$ cat config.mk
export PLATFORM = sky130hd
export DESIGN_NAME = websocket_frame_deframer
export DESIGN_NICKNAME = d
export VERILOG_FILES = /design/src/rtl/wsd_pkg.sv /design/src/rtl/wsd_front.sv /design/src/rtl/wsd_fifo.sv /design/src/rtl/wsd_back.sv /design/src/rtl/websocket_frame_deframer.sv
export SDC_FILE = /design/constraint.sdc
export NUM_CORES = 1
export LEC_CHECK = 0
export BUFFER_PORTS_ARGS = -buffer_cell sky130_fd_sc_hd__buf_2
export CAP_MARGIN = 20
export CELL_PAD_IN_SITES_DETAIL_PLACEMENT = 1
export CELL_PAD_IN_SITES_GLOBAL_PLACEMENT = 2
export CORE_MARGIN = 2
export CORE_UTILIZATION = 42
export DETAILED_ROUTE_END_ITERATION = 12
export PLACE_DENSITY_LB_ADDON = 0.1
export SLEW_MARGIN = 20
export SYNTH_ARGS = -nofsm -noshare
export SYNTH_HDL_FRONTEND = slang
export SYNTH_HIERARCHICAL = 1
export SYNTH_SLANG_ARGS = --single-unit
$ cat constraint.sdc
create_clock -name clk_i -period 5 [get_ports clk_i]
set_clock_uncertainty 0.1 [all_clocks]
set_input_delay 0.75 -clock clk_i [delete_from_list [all_inputs] [get_ports clk_i]]
set_output_delay 0.75 -clock clk_i [all_outputs]
set_load 0.01 [all_outputs]
$ cat src/rtl/wsd_pkg.sv
package wsd_pkg;

  // parser phase
  typedef enum logic [2:0] {
    PH_HDR0 = 3'd0,
    PH_HDR1 = 3'd1,
    PH_EXT  = 3'd2,
    PH_MASK = 3'd3,
    PH_DATA = 3'd4
  } phase_e;

  // result kind codes
  typedef enum logic [1:0] {
    KIND_PAYLOAD = 2'd0,
    KIND_EMPTY   = 2'd1,
    KIND_CLOSE   = 2'd2,
    KIND_ERROR   = 2'd3
  } kind_e;

  // frame opcodes of interest
  localparam logic [3:0] OpText  = 4'h1;
  localparam logic [3:0] OpBin   = 4'h2;
  localparam logic [3:0] OpClose = 4'h8;

  // 7-bit length codes that select an extended length
  localparam logic [6:0] Len16Code = 7'd126;
  localparam logic [6:0] Len64Code = 7'd127;

  // extended length byte counts, minus one
  localparam logic [2:0] Ext16Last = 3'd1;
  localparam logic [2:0] Ext64Last = 3'd7;

  // depth of the queue between parser and output stage
  localparam int unsigned QueueDepth = 2;

  // one result item as handed from parser to output stage
  typedef struct packed {
    kind_e       kind;
    logic [7:0]  raw;
    logic [7:0]  key;
    logic [3:0]  opcode;
    logic        last;
  } cmd_t;

endpackage

$ cat src/rtl/wsd_front.sv
module wsd_front import wsd_pkg::*; (
  input  logic       clk_i,
  input  logic       rst_ni,
  input  logic       rx_valid_i,
  input  logic [7:0] rx_byte_i,
  input  logic       space_i,
  output logic       rx_ready_o,
  output logic       push_o,
  output cmd_t       cmd_o
);

  phase_e      phase_q, phase_d;
  logic [2:0]  ext_idx_q, ext_idx_d;
  logic [3:0]  opcode_q, opcode_d;
  logic [63:0] rem_q, rem_d;
  logic [31:0] key_q, key_d;
  logic [1:0]  pos_q, pos_d;
  logic        halted_q, halted_d;

  logic        accept;
  logic        is_data_op;
  logic [7:0]  key_byte;
  logic        fin;

  assign rx_ready_o = space_i;
  assign accept     = rx_valid_i && space_i;
  assign is_data_op = (opcode_q == OpText) || (opcode_q == OpBin);
  assign fin        = (rem_q == 64'd1);

  // key byte for the current payload position, first key byte on top
  always_comb begin
    case (pos_q)
      2'd0:    key_byte = key_q[31:24];
      2'd1:    key_byte = key_q[23:16];
      2'd2:    key_byte = key_q[15:8];
      default: key_byte = key_q[7:0];
    endcase
  end

  // header parser and payload classifier
  always_comb begin
    phase_d   = phase_q;
    ext_idx_d = ext_idx_q;
    opcode_d  = opcode_q;
    rem_d     = rem_q;
    key_d     = key_q;
    pos_d     = pos_q;
    halted_d  = halted_q;
    push_o    = 1'b0;
    cmd_o     = '{kind: KIND_PAYLOAD, raw: 8'd0, key: 8'd0, opcode: opcode_q, last: 1'b1};

    if (accept && !halted_q) begin
      unique case (phase_q)
        PH_HDR1: begin
          if (!rx_byte_i[7]) begin
            halted_d   = 1'b1;
            push_o     = 1'b1;
            cmd_o.kind = KIND_ERROR;
          end else begin
            pos_d = 2'd0;
            if (rx_byte_i[6:0] == Len16Code) begin
              rem_d     = '0;
              ext_idx_d = Ext16Last;
              phase_d   = PH_EXT;
            end else if (rx_byte_i[6:0] == Len64Code) begin
              rem_d     = '0;
              ext_idx_d = Ext64Last;
              phase_d   = PH_EXT;
            end else begin
              rem_d   = {57'd0, rx_byte_i[6:0]};
              phase_d = PH_MASK;
            end
          end
        end
        PH_EXT: begin
          rem_d = {rem_q[55:0], rx_byte_i};
          if (ext_idx_q == 3'd0) begin
            phase_d = PH_MASK;
          end else begin
            ext_idx_d = ext_idx_q - 3'd1;
          end
        end
        PH_MASK: begin
          key_d = {key_q[23:0], rx_byte_i};
          pos_d = pos_q + 2'd1;
          if (pos_q == 2'd3) begin
            phase_d = PH_DATA;
            // empty payload ends the frame on the last key byte
            if (rem_q == 64'd0) begin
              phase_d   = PH_HDR0;
              pos_d     = 2'd0;
              ext_idx_d = 3'd0;
              if (opcode_q == OpClose) begin
                push_o     = 1'b1;
                cmd_o.kind = KIND_CLOSE;
              end else if (is_data_op) begin
                push_o     = 1'b1;
                cmd_o.kind = KIND_EMPTY;
              end
            end
          end
        end
        PH_DATA: begin
          rem_d = rem_q - 64'd1;
          pos_d = pos_q + 2'd1;
          if (is_data_op) begin
            push_o     = 1'b1;
            cmd_o.kind = KIND_PAYLOAD;
            cmd_o.raw  = rx_byte_i;
            cmd_o.key  = key_byte;
            cmd_o.last = fin;
          end else if (fin && (opcode_q == OpClose)) begin
            push_o     = 1'b1;
            cmd_o.kind = KIND_CLOSE;
          end
          if (fin) begin
            phase_d   = PH_HDR0;
            pos_d     = 2'd0;
            ext_idx_d = 3'd0;
          end
        end
        default: begin
          // first header byte
          opcode_d = rx_byte_i[3:0];
          phase_d  = PH_HDR1;
        end
      endcase
    end
  end

  // control state
  always_ff @(posedge clk_i or negedge rst_ni) begin
    if (!rst_ni) begin
      phase_q   <= PH_HDR0;
      ext_idx_q <= 3'd0;
      opcode_q  <= 4'd0;
      rem_q     <= 64'd0;
      pos_q     <= 2'd0;
      halted_q  <= 1'b0;
    end else begin
      phase_q   <= phase_d;
      ext_idx_q <= ext_idx_d;
      opcode_q  <= opcode_d;
      rem_q     <= rem_d;
      pos_q     <= pos_d;
      halted_q  <= halted_d;
    end
  end

  // masking key
  always_ff @(posedge clk_i) begin
    key_q <= key_d;
  end

endmodule

$ cat src/rtl/wsd_fifo.sv
module wsd_fifo import wsd_pkg::*; (
  input  logic clk_i,
  input  logic rst_ni,
  input  logic push_i,
  input  cmd_t cmd_i,
  output logic space_o,
  input  logic pop_i,
  output logic avail_o,
  output cmd_t cmd_o
);

  localparam int unsigned PtrW = (QueueDepth > 1) ? $clog2(QueueDepth) : 1;
  localparam int unsigned CntW = $clog2(QueueDepth + 1);

  cmd_t            mem_q [QueueDepth];
  logic [PtrW-1:0] wr_q, wr_d;
  logic [PtrW-1:0] rd_q, rd_d;
  logic [CntW-1:0] cnt_q, cnt_d;
  logic            do_push;
  logic            do_pop;

  assign space_o = (cnt_q != CntW'(QueueDepth));
  assign avail_o = (cnt_q != '0);
  assign cmd_o   = mem_q[rd_q];
  assign do_push = push_i && space_o;
  assign do_pop  = pop_i && avail_o;

  // pointer and count update
  always_comb begin
    wr_d  = wr_q;
    rd_d  = rd_q;
    cnt_d = cnt_q;
    if (do_push) begin
      wr_d = (wr_q == PtrW'(QueueDepth - 1)) ? '0 : wr_q + PtrW'(1);
    end
    if (do_pop) begin
      rd_d = (rd_q == PtrW'(QueueDepth - 1)) ? '0 : rd_q + PtrW'(1);
    end
    case ({do_push, do_pop})
      2'b10:   cnt_d = cnt_q + CntW'(1);
      2'b01:   cnt_d = cnt_q - CntW'(1);
      default: cnt_d = cnt_q;
    endcase
  end

  always_ff @(posedge clk_i or negedge rst_ni) begin
    if (!rst_ni) begin
      wr_q  <= '0;
      rd_q  <= '0;
      cnt_q <= '0;
    end else begin
      wr_q  <= wr_d;
      rd_q  <= rd_d;
      cnt_q <= cnt_d;
    end
  end

  // item storage
  always_ff @(posedge clk_i) begin
    if (do_push) begin
      mem_q[wr_q] <= cmd_i;
    end
  end

endmodule

$ cat src/rtl/wsd_back.sv
module wsd_back import wsd_pkg::*; (
  input  logic       clk_i,
  input  logic       rst_ni,
  input  logic       avail_i,
  input  cmd_t       cmd_i,
  output logic       pop_o,
  output logic       tx_valid_o,
  input  logic       tx_ready_i,
  output logic [1:0] kind_o,
  output logic [7:0] data_byte_o,
  output logic [3:0] frame_opcode_o,
  output logic       last_o
);

  logic       valid_q, valid_d;
  kind_e      kind_q;
  logic [7:0] data_q;
  logic [3:0] opcode_q;
  logic       last_q;

  // load a new item when the output register is empty or being drained
  assign pop_o   = avail_i && (!valid_q || tx_ready_i);
  assign valid_d = pop_o || (valid_q && !tx_ready_i);

  always_ff @(posedge clk_i or negedge rst_ni) begin
    if (!rst_ni) begin
      valid_q <= 1'b0;
    end else begin
      valid_q <= valid_d;
    end
  end

  // unmask and hold the result
  always_ff @(posedge clk_i) begin
    if (pop_o) begin
      kind_q   <= cmd_i.kind;
      data_q   <= cmd_i.raw ^ cmd_i.key;
      opcode_q <= cmd_i.opcode;
      last_q   <= cmd_i.last;
    end
  end

  assign tx_valid_o     = valid_q;
  assign kind_o         = kind_q;
  assign data_byte_o    = data_q;
  assign frame_opcode_o = opcode_q;
  assign last_o         = last_q;

endmodule

$ cat src/rtl/websocket_frame_deframer.sv
// Client-to-server WebSocket deframer: takes one received byte per cycle, back to back,
// while its queue has space, parses the header (opcode, mask bit, 7/16/64-bit length,
// 4-byte masking key) and returns unmasked text and binary payload bytes as they arrive,
// with last set on the final byte of each frame. Empty text/binary frames give one
// empty-frame item, close frames give one close item after their payload, other opcodes
// give nothing, and an unmasked frame gives an error item after which input is taken and
// dropped until reset. Throughput is one byte per cycle while the queue has space; the
// parser steps the 64-bit remaining-length counter once per byte. A result is written to
// the queue as its byte is taken, then loaded into the output register once that is empty
// or being drained; a two-entry queue keeps input flowing while the output stalls briefly.
module websocket_frame_deframer import wsd_pkg::*; (
  input  logic       clk_i,
  input  logic       rst_ni,
  input  logic       rx_valid_i,
  output logic       rx_ready_o,
  input  logic [7:0] rx_byte_i,
  output logic       tx_valid_o,
  input  logic       tx_ready_i,
  output logic [1:0] kind_o,
  output logic [7:0] data_byte_o,
  output logic [3:0] frame_opcode_o,
  output logic       last_o
);

  logic space;
  logic push;
  cmd_t push_cmd;
  logic pop;
  logic avail;
  cmd_t head_cmd;

  // header parser
  wsd_front u_front (
    .clk_i      (clk_i),
    .rst_ni     (rst_ni),
    .rx_valid_i (rx_valid_i),
    .rx_byte_i  (rx_byte_i),
    .space_i    (space),
    .rx_ready_o (rx_ready_o),
    .push_o     (push),
    .cmd_o      (push_cmd)
  );

  // queue between parser and output stage
  wsd_fifo u_fifo (
    .clk_i   (clk_i),
    .rst_ni  (rst_ni),
    .push_i  (push),
    .cmd_i   (push_cmd),
    .space_o (space),
    .pop_i   (pop),
    .avail_o (avail),
    .cmd_o   (head_cmd)
  );

  // unmasking and output register
  wsd_back u_back (
    .clk_i          (clk_i),
    .rst_ni         (rst_ni),
    .avail_i        (avail),
    .cmd_i          (head_cmd),
    .pop_o          (pop),
    .tx_valid_o     (tx_valid_o),
    .tx_ready_i     (tx_ready_i),
    .kind_o         (kind_o),
    .data_byte_o    (data_byte_o),
    .frame_opcode_o (frame_opcode_o),
    .last_o         (last_o)
  );

endmodule

==> impl_metrics.yaml <==
status:
  status: "finished, final reports clean"
worst_setup_path:
  endpoint_kind: "register"
  critPathLaunchType: "register"
  r2r_cells: 9
  arrival_ps: 3740
  cp.required_ps: 5000
  cp_max_fo: 23
  worstSetupPathType: "reg2reg"
global_routing:
  grt_pass1_vias: 7330
  grt_max_degree: 62
  gr-total-overflow: 0
  grt_pass1_wl_mm: 42.0
  antenna_found_initial: 0
  grt_usage_pct: 24.2
detailed_routing:
  firstDrtPassIters: 5
  drc: 0
  dr.first_iter.drc_count: 547
  wire_per_inst_um: 22.8
  routed_via_density: 6.14
  ant_nets: 0
  routed_wl_mm: 26.2
  via_count: 7054
sta:
  finalSetupViolations: 0
  max_freq_mhz: 267
  max_slew_margin_pct: 27.9
  period_minus_slack_ps: 3740
  tightest_slew_ps: 1080
  slew_violations: 0
  grt_setup_unrepaired: "false"
  tns_ps: 0
  hold_viol_final: 0
  fin_crit_sh_pct: 74.9
die:
  initial_core_util_pct: 42.8
  die_area_um2: 22600
  placeableCoreArea_um2: 21000
  die_h_um: 150
  rows: 53
  io_pins: 29
  chipWidth_um: 150
synth:
  ys_ff_latch: 175
  postSynth.asyncResetShare_pct: 46.9
  yosys_most_used_dff: "edfxtp_1"
  synth_nets: 874
  synth_area_um2: 8990
  synthCells: 851
  yosysWarnings: 6
  yosysSeqAreaShare_pct: 53.9
  yosysUniqueCellTypes: 72
  synth_edf_count: 93
  syn_avg_cell_area_um2: 10.6
pwr:
  p_seq_share_pct: 40.4
  p_leak_uw: 0.00368
  netSwitchingPower_uw: 2280
  combPwrFrac_pct: 35.6
  clkPwrFrac_pct: 24.1
  power.density_nw_per_um2: 556
  p_int_uw: 3240
  vdd.ir_drop.worst_mv: 0.227
  switching_share_pct: 41.3
layout:
  layout_commonest_cell: "o21ai_0"
  area_growth_pct: 10.4
  num_antenna_cells: 0
  finalNonFillerCells: 1149
  post-route-util_pct: 47.2
  layout_common_cells: "94 x o21ai_0, 93 x edfxtp_1, 82 x dfrtp_1"
  drive_above_1_share_pct: 14.8
  nets: 884
clock_tree:
  htreeDepth: 4
  postCtsSetupBuffers: 0
  numCtsBuffers: 17
  cts-root-buf: "clkbuf_16"
  cts_hold_buf: 0
  clkSlewWorstSetupHoldPaths_ps: 70
  clock_sinks: 175
  clockBufferDepth: 2
  cts_resized: 0
  cts_tree: "built"
  clk_latency_ps: 430
placed_design:
  dpl.hpwl_mm: 17.8
  dp_cells: 1117
  portBuffers: 28
  gp_congestion: 0.831
job:
  maxCapViolations: 0
worst_hold_path:
  hold_path.class: "in2async"
## power groups by stage
stage / clock (uW) / combinational, uW / sequential, uW
after CTS: 1360 / 1960 / 2220
after global routing: 1420 / 2170 / 2280
after detailed placement: 0 / 1940 / 2250
final: 1330 / 1960 / 2230
after floorplan: 0 / 1460 / 2120
after global placement: 0 / 1880 / 2230
## cells in the mapped netlist, types with 6 or more instances
cell type / instances / area (um^2)
o21ai_0: 94 / 470
edfxtp_1: 93 / 2790
dfrtp_1: 82 / 2050
nor2_1: 80 / 300
a21oi_1: 63 / 315
nand2_1: 37 / 139
nor3_1: 37 / 185
clkbuf_1: 34 / 128
mux2_2: 30 / 338
inv_1: 22 / 82.6
a22oi_1: 20 / 150
nor4_1: 17 / 106
a32oi_1: 16 / 140
and3_1: 16 / 100
nand3_1: 15 / 75.1
a31oi_1: 12 / 75.1
ha_1: 11 / 138
xor2_1: 11 / 96.3
nand4_1: 10 / 62.6
o22ai_1: 10 / 62.6
or3_1: 9 / 56.3
a222oi_1: 8 / 80.1
buf_2: 7 / 35.0
nand2b_1: 7 / 43.8
o2bb2ai_1: 7 / 61.3
buf_6: 6 / 67.6
nor2b_1: 6 / 37.5
xnor2_1: 6 / 52.6
## per-stage QoR
step / total power (uW) / hold WS (ps) / worst slack, ps / cell area, um^2
2_1_floorplan: 3580 / 326 / 1330 / 8990
3_3_place_gp: 4110 / 331 / 1560 / 9340
3_5_place_dp: 4190 / 340 / 1430 / 9340
4_1_cts: 5540 / 262 / 1360 / 9920
5_1_grt: 5870 / 272 / 951 / 9930
6_report: 5520 / 248 / 1260 / 9930
## state kept, by name, indices dropped and copies added (netlist names), 3 cells and up
register               flops
u_fifo/mem_q              46
u_back/data_byte_o         8
u_front/key_q             32
u_front/opcode_q           4
u_front/ext_idx_q          3
u_front/phase_q            3
u_back/frame_opcode_o      4
u_front/rem_q             64
## worst max-delay path, cell delays in order, from the launching register on
cell       delay, ps
dfrtp_1          460
nor3_1           640
nand4_1          290
nor4_1           540
nand4_1          370
o2bb2ai_1        230
a21oi_1          210
nand2_1          140
nor2_2           100
buf_4            310
## final cells by class
cell class	instances	area [um^2]
clock inverters	14	150
well taps	275	344
fillers	2276	11100
clock buffers	18	429
flip-flops and latches	175	4840
multi-input cells	602	3820
repair buffers	43	255
inverters	22	82.6
## cells by family after synthesis
kind of cell,Yosys count,synth area share [%]
mux,31,3.87
flops,175,53.9
compound gates,268,18.6
buf+inv,74,3.95
simple gates,275,16.5
xor+xnor,17,1.66
fa+ha+maj,11,1.53
## metal layers
layer / vias to the layer above / track usage [%] / share of wire, %
li1: 3280 / - / -
met2: 130 / 42.2 / 52
met5: - / 0 / 0
met1: 3627 / 31.6 / 44
met4: 0 / 5.85 / 1.2
met3: 17 / 3.67 / 2.8
## worst paths after layout
path                                    from                   to  slack (ps)
setup / recovery           u_front/rem_q[34]  u_fifo/mem_q[0][19]        1260
hold / removal                        rst_ni    u_front/rem_q[20]         250
hold reg to reg             u_front/key_q[7]    u_front/key_q[15]         350
min in group clk_i          u_front/key_q[7]    u_front/key_q[15]         350
max in group asynchronous             rst_ni  u_front/opcode_q[3]        3550
setup reg to reg           u_front/rem_q[34]  u_fifo/mem_q[0][19]        1260
(Power assumes the default switching activity.)
